**config.mk**
```make
export PLATFORM = sky130hd
export DESIGN_NAME = battery_voltage_averager_top
export DESIGN_NICKNAME = d
export VERILOG_FILES = /design/src/design/bva_pkg.sv /design/src/design/bva_ctrl.sv /design/src/design/bva_datapath.sv /design/src/design/battery_voltage_averager_top.sv
export SDC_FILE = /design/constraint.sdc
export NUM_CORES = 1
export LEC_CHECK = 0
export ABC_AREA = 1
export BUFFER_PORTS_ARGS = -buffer_cell sky130_fd_sc_hd__buf_2
export CAP_MARGIN = 20
export CORE_MARGIN = 1.5
export CORE_UTILIZATION = 50
export CTS_CLUSTER_DIAMETER = 60
export DETAILED_ROUTE_END_ITERATION = 7
export PLACE_DENSITY_LB_ADDON = 0.05
export SLEW_MARGIN = 30
export SYNTH_ARGS = -nofsm -noshare
export SYNTH_HDL_FRONTEND = slang
export SYNTH_SLANG_ARGS = --single-unit
```
**constraint.sdc**
```tcl
create_clock -name clk -period 9.47 [get_ports clk]
set_input_delay 1.4205 -clock clk [delete_from_list [all_inputs] [get_ports clk]]
set_output_delay 1.4205 -clock clk [all_outputs]
set_load 0.01 [all_outputs]
```
**src/design/bva_pkg.sv**
```systemverilog
// ----------------------------------------------------------------------------
// bva_pkg
// Types and constants shared by the battery voltage averager modules.
// ----------------------------------------------------------------------------
`default_nettype none

package bva_pkg;

	localparam int unsigned SAMPLE_W  = 12;
	localparam int unsigned CFG_IDX_W = 2;
	localparam int unsigned MV_W      = 17;
	localparam int unsigned PROD_W    = 25;
	localparam int unsigned SCALED_W  = 13;
	localparam int unsigned RAW_W     = 15;
	localparam int unsigned DIV_STEPS = 25;
	localparam int unsigned DIV_CNT_W = 5;

	localparam logic [SCALED_W-1:0] VBAT_SCALE = 13'd6600;
	localparam logic [RAW_W-1:0]    RAW_MAX    = 15'h7FFF;

	localparam logic [SAMPLE_W-1:0] REF_CAL_RST = 12'd1530;
	localparam logic [SAMPLE_W-1:0] OFFSET_RST  = 12'd0;
	localparam logic [SAMPLE_W-1:0] MIN_MV_RST  = 12'd100;

	localparam logic [CFG_IDX_W-1:0] REG_REF_CAL = 2'd0;
	localparam logic [CFG_IDX_W-1:0] REG_OFFSET  = 2'd1;
	localparam logic [CFG_IDX_W-1:0] REG_MIN_MV  = 2'd2;

	typedef enum logic [2:0] {
		ST_IDLE,
		ST_MUL1,
		ST_MUL2,
		ST_DIV,
		ST_DONE
	} state_t;

	typedef struct packed {
		logic accept;
		logic mul1;
		logic mul2;
		logic div_step;
		logic load_out;
	} cmd_t;

	typedef struct packed {
		logic last;
	} status_t;

endpackage

`default_nettype wire

```
**src/design/bva_ctrl.sv**
```systemverilog
// ----------------------------------------------------------------------------
// bva_ctrl
// Sequencer: sample intake, scale, multiply, divide and result hand-off.
// ----------------------------------------------------------------------------
`default_nettype none

module bva_ctrl (
	input  wire              clk,
	input  wire              arst_n,
	input  wire              in_valid,
	output logic             in_stall,
	output logic             out_valid,
	input  wire              out_stall,
	input  bva_pkg::status_t status,
	output bva_pkg::cmd_t    cmd
);

	bva_pkg::state_t state_q, state_d;
	logic [bva_pkg::DIV_CNT_W-1:0] cnt_q;
	logic out_valid_q;
	logic div_last;
	logic out_free;

	assign div_last = cnt_q == bva_pkg::DIV_CNT_W'(bva_pkg::DIV_STEPS - 1);
	assign out_free = !out_valid_q || !out_stall;

	always_comb begin
		state_d = state_q;
		case (state_q)
			bva_pkg::ST_IDLE: begin
				if (in_valid && status.last)
					state_d = bva_pkg::ST_MUL1;
			end
			bva_pkg::ST_MUL1: state_d = bva_pkg::ST_MUL2;
			bva_pkg::ST_MUL2: state_d = bva_pkg::ST_DIV;
			bva_pkg::ST_DIV: begin
				if (div_last)
					state_d = bva_pkg::ST_DONE;
			end
			bva_pkg::ST_DONE: begin
				if (out_free)
					state_d = bva_pkg::ST_IDLE;
			end
			default: state_d = bva_pkg::ST_IDLE;
		endcase
	end

	always_comb begin
		cmd      = '0;
		in_stall = 1'b1;
		case (state_q)
			bva_pkg::ST_IDLE: begin
				in_stall   = 1'b0;
				cmd.accept = in_valid;
			end
			bva_pkg::ST_MUL1: cmd.mul1     = 1'b1;
			bva_pkg::ST_MUL2: cmd.mul2     = 1'b1;
			bva_pkg::ST_DIV:  cmd.div_step = 1'b1;
			bva_pkg::ST_DONE: cmd.load_out = out_free;
			default: cmd = '0;
		endcase
	end

	always_ff @(posedge clk or negedge arst_n) begin
		if (!arst_n) begin
			state_q     <= bva_pkg::ST_IDLE;
			cnt_q       <= '0;
			out_valid_q <= 1'b0;
		end else begin
			state_q <= state_d;
			if (cmd.mul2)
				cnt_q <= '0;
			else if (cmd.div_step)
				cnt_q <= cnt_q + 1'b1;
			// hold the result until the transaction completes
			if (cmd.load_out)
				out_valid_q <= 1'b1;
			else if (!out_stall)
				out_valid_q <= 1'b0;
		end
	end

	assign out_valid = out_valid_q;

endmodule

`default_nettype wire

```
**src/design/bva_datapath.sv**
```systemverilog
// ----------------------------------------------------------------------------
// bva_datapath
// Channel sums, averaging, scaling, shift-subtract divider and result register.
// ----------------------------------------------------------------------------
`default_nettype none

module bva_datapath #(
	parameter int unsigned AVG_SHIFT = 3
) (
	input  wire                                   clk,
	input  wire                                   arst_n,
	input  bva_pkg::cmd_t                         cmd,
	output bva_pkg::status_t                      status,
	input  wire                                   cfg_we,
	input  wire [bva_pkg::CFG_IDX_W-1:0]          cfg_index,
	input  wire [bva_pkg::SAMPLE_W-1:0]           cfg_data,
	input  wire [bva_pkg::SAMPLE_W-1:0]           sample,
	input  wire                                   restart,
	output logic signed [bva_pkg::MV_W-1:0]       battery_mv,
	output logic                                  battery_absent
);

	localparam int unsigned SUM_W   = bva_pkg::SAMPLE_W + AVG_SHIFT;
	localparam int unsigned SEQ_LEN = 2 << AVG_SHIFT;
	localparam int unsigned POS_W   = AVG_SHIFT + 1;
	localparam int unsigned SW      = bva_pkg::SAMPLE_W;
	localparam int unsigned PW      = bva_pkg::PROD_W;

	logic [SW-1:0] ref_cal_q, offset_q, min_mv_q;

	logic [POS_W-1:0] pos_q, pos_eff;
	logic [SUM_W-1:0] sum0_q, sum1_q, sum0_d, sum1_d;
	logic             last;

	logic [SW-1:0] vbat_q, vref_q;
	logic          vref_zero_q;

	logic [PW-1:0]                    scale_prod, cal_prod;
	logic [bva_pkg::SCALED_W-1:0]     scaled_q;
	logic [PW-1:0]                    num_q;
	logic [SW-1:0]                    rem_q;
	logic [SW:0]                      shifted, diff;
	logic                             fits;

	logic [bva_pkg::RAW_W-1:0]        raw;
	logic                             absent;
	logic [bva_pkg::MV_W-1:0]         res;
	logic [bva_pkg::MV_W-1:0]         battery_mv_q;
	logic                             battery_absent_q;

	// configuration registers
	always_ff @(posedge clk or negedge arst_n) begin
		if (!arst_n) begin
			ref_cal_q <= bva_pkg::REF_CAL_RST;
			offset_q  <= bva_pkg::OFFSET_RST;
			min_mv_q  <= bva_pkg::MIN_MV_RST;
		end else if (cfg_we) begin
			case (cfg_index)
				bva_pkg::REG_REF_CAL: ref_cal_q <= cfg_data;
				bva_pkg::REG_OFFSET:  offset_q  <= cfg_data;
				bva_pkg::REG_MIN_MV:  min_mv_q  <= cfg_data;
				default: ;
			endcase
		end
	end

	// accumulate: even position is the battery channel, odd the reference
	always_comb begin
		pos_eff = restart ? '0 : pos_q;
		sum0_d  = restart ? '0 : sum0_q;
		sum1_d  = restart ? '0 : sum1_q;
		if (pos_eff[0])
			sum1_d = sum1_d + SUM_W'(sample);
		else
			sum0_d = sum0_d + SUM_W'(sample);
		last = pos_eff == POS_W'(SEQ_LEN - 1);
	end

	assign status.last = last;

	always_ff @(posedge clk or negedge arst_n) begin
		if (!arst_n) begin
			pos_q  <= '0;
			sum0_q <= '0;
			sum1_q <= '0;
		end else if (cmd.accept) begin
			if (last) begin
				pos_q  <= '0;
				sum0_q <= '0;
				sum1_q <= '0;
			end else begin
				pos_q  <= pos_eff + 1'b1;
				sum0_q <= sum0_d;
				sum1_q <= sum1_d;
			end
		end
	end

	always_ff @(posedge clk) begin
		if (cmd.accept && last) begin
			vbat_q      <= SW'(sum0_d >> AVG_SHIFT);
			vref_q      <= SW'(sum1_d >> AVG_SHIFT);
			vref_zero_q <= (sum1_d >> AVG_SHIFT) == '0;
		end
	end

	assign scale_prod = PW'(bva_pkg::VBAT_SCALE) * PW'(vbat_q);
	assign cal_prod   = PW'(scaled_q) * PW'(ref_cal_q);

	// restoring divide, one quotient bit per step, quotient shifts into num_q
	assign shifted = {rem_q, num_q[PW-1]};
	assign diff    = shifted - {1'b0, vref_q};
	assign fits    = shifted >= {1'b0, vref_q};

	always_ff @(posedge clk) begin
		if (cmd.mul1)
			scaled_q <= bva_pkg::SCALED_W'(scale_prod >> 12);
		if (cmd.mul2) begin
			num_q <= cal_prod;
			rem_q <= '0;
		end else if (cmd.div_step) begin
			num_q <= {num_q[PW-2:0], fits};
			rem_q <= fits ? diff[SW-1:0] : shifted[SW-1:0];
		end
	end

	always_comb begin
		raw    = (|num_q[PW-1:bva_pkg::RAW_W]) ? bva_pkg::RAW_MAX : num_q[bva_pkg::RAW_W-1:0];
		absent = vref_zero_q || (raw < bva_pkg::RAW_W'(min_mv_q));
		res    = bva_pkg::MV_W'(raw)
			+ {{(bva_pkg::MV_W - SW){offset_q[SW-1]}}, offset_q};
	end

	always_ff @(posedge clk) begin
		if (cmd.load_out) begin
			battery_mv_q     <= absent ? '1 : res;
			battery_absent_q <= absent;
		end
	end

	assign battery_mv     = signed'(battery_mv_q);
	assign battery_absent = battery_absent_q;

endmodule

`default_nettype wire

```
**src/design/battery_voltage_averager_top.sv**
```systemverilog
// ----------------------------------------------------------------------------
// battery_voltage_averager_top
// Oversampled ratiometric battery voltage measurement.
// ----------------------------------------------------------------------------
// Samples arrive alternately battery divider, internal reference, for
// 2^AVG_SHIFT rounds; each is taken while in_stall is low. The last one of
// a measurement starts the computation (states ST_MUL1 and ST_MUL2, the
// bit-serial divider for DIV_STEPS steps, the load of the result register),
// during which in_stall is high; it stays high longer only if the previous
// result has not yet been taken. One result per measurement: battery_mv is
// -1 with battery_absent set when the reference average is zero or the
// saturated reading falls below min_mv, else the reading plus the signed
// offset. A restart on a sample clears both sums and the position first.
`default_nettype none

module battery_voltage_averager_top #(
	parameter int unsigned AVG_SHIFT = 3
) (
	input  wire                                   clk,
	input  wire                                   arst_n,
	input  wire                                   cfg_we,
	input  wire [bva_pkg::CFG_IDX_W-1:0]          cfg_index,
	input  wire [bva_pkg::SAMPLE_W-1:0]           cfg_data,
	input  wire                                   in_valid,
	output logic                                  in_stall,
	input  wire [bva_pkg::SAMPLE_W-1:0]           sample,
	input  wire                                   restart,
	output logic                                  out_valid,
	input  wire                                   out_stall,
	output logic signed [bva_pkg::MV_W-1:0]       battery_mv,
	output logic                                  battery_absent
);

	bva_pkg::cmd_t    cmd;
	bva_pkg::status_t status;

	bva_ctrl u_ctrl (
		.clk       (clk),
		.arst_n    (arst_n),
		.in_valid  (in_valid),
		.in_stall  (in_stall),
		.out_valid (out_valid),
		.out_stall (out_stall),
		.status    (status),
		.cmd       (cmd)
	);

	bva_datapath #(
		.AVG_SHIFT (AVG_SHIFT)
	) u_datapath (
		.clk            (clk),
		.arst_n         (arst_n),
		.cmd            (cmd),
		.status         (status),
		.cfg_we         (cfg_we),
		.cfg_index      (cfg_index),
		.cfg_data       (cfg_data),
		.sample         (sample),
		.restart        (restart),
		.battery_mv     (battery_mv),
		.battery_absent (battery_absent)
	);

endmodule

`default_nettype wire

```
Word level (Yosys, flattened, before mapping)
Index checks and enable logic that the tools add are counted.

Add/sub/neg operators: 6. $mul: 2. Order comparisons: 2. Equality and inequality tests: 12. Muxes and demuxes: 26. Reduce and logical (&&, ||, !) cells: 15.

Operator list (number): $mux 15 (7); $mux 25 (2); $add 15x12->15 (2); $mul 13x12->25 (1); $mul 10x12->22 const A (1); $add 16x12->17 (1); $logic_not 15->1 (1); $lt 15x12->1 (1); $pmux 3 s5 (1); $ge 13x12->1 (1); $mux 12 (1); $sub 12x12->12 (1); $mux 5 (2); $reduce_or 10->1 (1); $mux 3 (3); $mux 1 (8); $mux 4 (2); $ne 2x1->1 const B (4); $eq 3x2->1 const B (2); $reduce_and 2->1 (3); $add 5x1->5 const B (1); $eq 5x5->1 const B (1); $add 4x1->4 const B (1); $eq 4x4->1 const B (1); 11 further kinds (14).

Register bits after elaboration: 172. Word-level logic and storage cells: 80.

Logic depth before layout (Yosys ltp)
Depth after elaboration: 5. Depth in mapped cells: 23. Mapped depth without buffers: 22.

Modules after synthesis
Synthesis repeated with hierarchy kept, for this count alone.

Cell total of the unflattened synthesis: 2366. Area, all modules: 18201.2 µm².

Modules (own cells, without submodules): bva_datapath (instances 1, cells each 2300, area an instance 17703.2 µm²); bva_ctrl (instances 1, cells each 66, area an instance 498.0 µm²).

Worst setup path before layout
Ideal clock, no wire load.

Kind: register to register. Start point: reg u_datapath.ref_cal_q[10]. End point: reg u_datapath.num_q[20] (data pin). Arrival time: 4.810 ns. Data required time: 9.217 ns. Slack: 4.406 ns. Stages on the path, launching flop included: 19. Path buffers: 1. Period minus slack after synthesis: 5.064 ns. Cells stage by stage: dfstp_2 -> clkbuf_1 -> nand2_1 -> fa_1 -> fa_1 -> inv_1 -> fa_1 -> fa_1 -> inv_1 -> fa_1 -> inv_1 -> ha_1 -> a21oi_1 -> o21ai_0 -> or2_2 -> nand3_1 -> nand3_1 -> nand3_1 -> nand2_1.

Longest elaborated chain between the ends: 2.

RTL lines: start: declaration (line bva_datapath.sv:29) `logic [SW-1:0] ref_cal_q, offset_q, min_mv_q;`; start signal: assignment (line bva_datapath.sv:54) `ref_cal_q <= bva_pkg::REF_CAL_RST;`; start signal: assignment (line bva_datapath.sv:59) `bva_pkg::REG_REF_CAL: ref_cal_q <= cfg_data;`; $mul 13x12->25 (line bva_datapath.sv:108) `assign cal_prod = PW'(scaled_q) * PW'(ref_cal_q);`; $mux 25 (line bva_datapath.sv:118) `if (cmd.mul2) begin`; end signal: assignment (line bva_datapath.sv:119) `num_q <= cal_prod;`; end signal: assignment (line bva_datapath.sv:122) `num_q <= {num_q[PW-2:0], fits};`; end: declaration (line bva_datapath.sv:40) `logic [PW-1:0] num_q;`.

Every way passes these cells. A chain may end at the register's enable or synchronous reset.

Final worst setup path
Start point: reg u_datapath.scaled_q[4] in the netlist's numbering. End point: reg u_datapath.num_q[22] (data pin).

Longest elaborated chain between the ends: 2.

RTL lines: start: declaration (line bva_datapath.sv:39) `logic [bva_pkg::SCALED_W-1:0] scaled_q;`; start signal: assignment (line bva_datapath.sv:117) `scaled_q <= bva_pkg::SCALED_W'(scale_prod >> 12);`; $mul 13x12->25 (line bva_datapath.sv:108); $mux 25 (line bva_datapath.sv:118).

Every way passes these cells.

==> metrics.md <==
| Metric | Value |
|---|---|
| Status | finished clean |
| Antenna violations before repair | 0 |
| Die X | 193 µm |
| WS Path Type | register to register |
| Hold_buf cts | 0 |
| Slew @ Worst Pin | 0.903 ns |
| Peak supply drop | 0.413 mV |
| Fillers | 3503 |
| Clock Sinks | 172 |
| CP bufs+invs | 5 |
| Hold WS | 0.462 ns |
| Vias | 14493 |
| Grt ovf | 0 |
| Max Cap Violations | 0 |
| Synthesized instance count | 2321 |
| Starting Density | 50.6% |
| HP Class | register to register |
| Top cell type by total area after synthesis | fa_1 |
| Crit path DAT | 5.73 ns |
| Yosys top cell area share | 16.0% |
| CTS tree | built |
| Area Growth Syn to Fin | 7.10% |
| R2R setup slack | 3.93 ns |
| ANT nets after route | 0 |
| Post-synth top flop | edfxtp_1 |
| Dpl cells | 2784 |
| Syn Std Cell Area | 18000 µm² |
| Top-count cell post-synth | nand2_1 |
| Number of synthesis warnings | 0 |
| Final cell count without fillers | 2816 |
| Max incr delay on CP | 0.62 ns |
| Core Box Area | 35500 µm² |
| Post-synth EDFFs | 81 |
| Crit-path cells | nand2_1 > inv_1 > fa_1 > inv_1 > fa_1 > inv_1 > fa_1 > fa_1 > inv_1 > fa_1 > inv_1 > ha_1 > nand2_1 > nor3_1 > nand4_1 > nand3_1 > nand2_1 > nand3_1 > o21ai_0 |
| Slew margin rel. | 39.8% |
| Avg WL per Cell | 15.4 µm |
| Power Density | 369 nW/µm² |
| CP max-delay cell | edfxtp_1 |
| Die H | 193 µm |
| Final setup fails | 0 |
| GRT Overall Usage | 25.0% |
| Ranking of synthesized cells by area | fa_1, ha_1, edfxtp_1 |
| Nets | 2715 |
| # H-tree levels | 4 |
| Share of layout cells above drive strength 1 | 6.07% |
| CTS Root Cell | clkbuf_16 |
| RSZ-0062 raised after global routing | no |
| Post-synth ARST share | 45.9% |
| Number of antenna diodes | 0 |
| #FFs+latches synth | 172 |
| I/O Buffers | 51 |
| WL final | 43500 µm |
| Commonest cells in the netlist | nand2_1, inv_1, ha_1 |
| CTS Buf Count | 17 |
| Mapped Nets | 2694 |
| Worst clock skew | 0.0180 ns |
| Post-DP HPWL | 35000 µm |
| Cell leakage power | 0.0101 µW |
| Final Hold Vio Count | 0 |
| Clock transition at path regs | 0.07 ns |
| Vias per cell | 5.15 |
| Crit path max fanout | 12 |
| Fmax | 181 MHz |
| Drt first-iter violations | 818 |
| Worst-case clock buffer depth | 2 |
| Ports | 52 |
| Routability cong. | 0.932 |
| Critical Path RT | 9.67 ns |
| Worst setup SP type | register |
| Mean Syn Cell Area | 7.74 µm² |
| Pin count of the biggest net entering global routing | 40 |
| Post-synthesis sequential area ratio | 26.0% |
| Tmin final | 5.54 ns |
| Yosys cell types | 50 |
| First-pass GRT wire length | 72600 µm |
| Clk Latency, worst-skew pair | 0.46 ns |
| Max-slew violations | 0 |
| Vias in the first global route | 14584 |
| Setup TNS | 0 ns |
| CP delay by family, top | adder cells |
| Router iterations before antenna repair | 6 |
| Post-route DRC | 0 |
| Final period utilization | 58.5% |
| CP Capture Type | register |
| Cts repair resizes | 0 |
| Site Rows | 69 |
| Die area | 37100 µm² |
| Post-CTS setup buffers | 0 |
[worst register-to-register path: cells and delay by family, from the launching register on]
family                   cells  cell delay (ns)
AO/OA/AOI/OAI                1             0.08
adder cells (fa/ha/maj)      6             3.04
buffers and inverters        5             0.26
flip-flops                   1             0.62
AND/OR/NAND/NOR              7             1.28
[kinds of logic (layout without fill, tap and decap cells)]
| kind of cell | count (synthesis) | in the layout | synth area share, % |
|---|---|---|---|
| AO/OA/AOI/OAI | 273 | 273 | 8.22 |
| buffers and inverters | 527 | 561 | 11.2 |
| XOR/XNOR | 48 | 48 | 2.34 |
| adder cells (fa/ha/maj) | 341 | 341 | 29.8 |
| AND/OR/NAND/NOR | 960 | 960 | 22.5 |
| flip-flops | 172 | 172 | 26.0 |
[routing by layer]
metal / part of all wire, % / global-route usage [%] / vias up
met5: 0 / 0 / -
met1: 46 / 32.7 / 6876
met4: 2.4 / 8.05 / 0
met2: 49 / 43.4 / 247
li1: - / - / 7315
met3: 3.1 / 2.40 / 55
[cells in the final DEF, fill, tap and decap left out, types with 3 or more instances in the layout]
| cell type | count |
|---|---|
| nor3_1 | 16 |
| o22ai_1 | 7 |
| buf_4 | 8 |
| clkbuf_16 | 17 |
| dfxtp_1 | 12 |
| o211ai_1 | 5 |
| nand4_1 | 20 |
| a21oi_1 | 87 |
| nand3b_1 | 22 |
| o21a_1 | 6 |
| buf_2 | 50 |
| nand3_1 | 110 |
| a211oi_1 | 3 |
| inv_2 | 8 |
| nor2_1 | 147 |
| nor2_2 | 5 |
| xnor2_1 | 19 |
| nand2_2 | 3 |
| a31oi_1 | 6 |
| o21ai_1 | 22 |
| o21bai_1 | 8 |
| nand3_2 | 4 |
| inv_1 | 461 |
| o21ai_0 | 115 |
| inv_6 | 5 |
| edfxtp_1 | 81 |
| ha_1 | 197 |
| fa_1 | 144 |
| xor2_1 | 29 |
| dfrtp_1 | 68 |
| or2_2 | 11 |
| nand2_1 | 610 |
| nand3b_2 | 4 |
| a21o_1 | 6 |
| dfstp_2 | 11 |
[sequential cells by signal (all words and copies together), names as in the netlist]
signal,count
u_datapath.num_q,25
u_datapath.battery_mv,17
u_datapath.sum0_q,15
u_datapath.sum1_q,15
u_datapath.scaled_q,13
u_datapath.min_mv_q,12
u_datapath.offset_q,12
u_datapath.ref_cal_q,12
u_datapath.rem_q,12
u_datapath.vbat_q,12
u_datapath.vref_q,12
u_ctrl.cnt_q,5
u_datapath.pos_q,4
u_ctrl.state_q,3
u_ctrl.out_valid,1
u_datapath.battery_absent,1
u_datapath.vref_zero_q,1
[per-stage QoR]
step	setup slack, ns	total power, µW	util [%]	cell area (µm²)
after detailed placement	4.04	6380	52.5	18600
after global routing	3.66	7990	54.2	19200
final	3.93	7100	54.2	19200
after global placement	4.01	6370	52.4	18600
after CTS	4.02	7170	54.2	19200
after floorplan	4.41	5040	-	18000
[path summary, 6_finish.rpt]
| path | start | end | depth (start not counted) |
|---|---|---|---|
| worst max-delay path | u_datapath.scaled_q[4]$_DFFE_PP_ | u_datapath.num_q[22]$_DFFE_PN_ | 19 |
| worst min-delay path | u_ctrl.cnt_q[4]$_DFFE_PN0N_ | u_ctrl.cnt_q[4]$_DFFE_PN0N_ | 1 |
| worst max register to register | u_datapath.scaled_q[4]$_DFFE_PP_ | u_datapath.num_q[22]$_DFFE_PN_ | 19 |
| worst min register to register | u_ctrl.cnt_q[4]$_DFFE_PN0N_ | u_ctrl.cnt_q[4]$_DFFE_PN0N_ | 1 |
| max in group asynchronous | arst_n | u_datapath.ref_cal_q[3]$_DFFE_PN1P_ | 3 |
| min in group asynchronous | arst_n | u_datapath.sum0_q[9]$_DFFE_PN0P_ | 1 |
[area by class of cell]
| class | instances | area, µm² | area share [%] |
|---|---|---|---|
| Clock buffer | 18 | 429 | 2.23 |
| Clock inverter | 14 | 176 | 0.917 |
| Inverter | 470 | 1760 | 9.17 |
| Multi-Input combinational cell | 1622 | 11300 | 58.7 |
| Sequential cell | 172 | 4660 | 24.2 |
| Tap cell | 461 | 577 | 3.00 |
| Timing Repair Buffer | 59 | 338 | 1.76 |
[power breakdown]
| part | switching [µW] | internal, µW |
|---|---|---|
| Combinational | 3230 | 1830 |
| Clock | 343 | 400 |
| Sequential | 207 | 1100 |
| Total | 3780 | 3330 |
No activity file was read; power rests on OpenSTA's default activity.
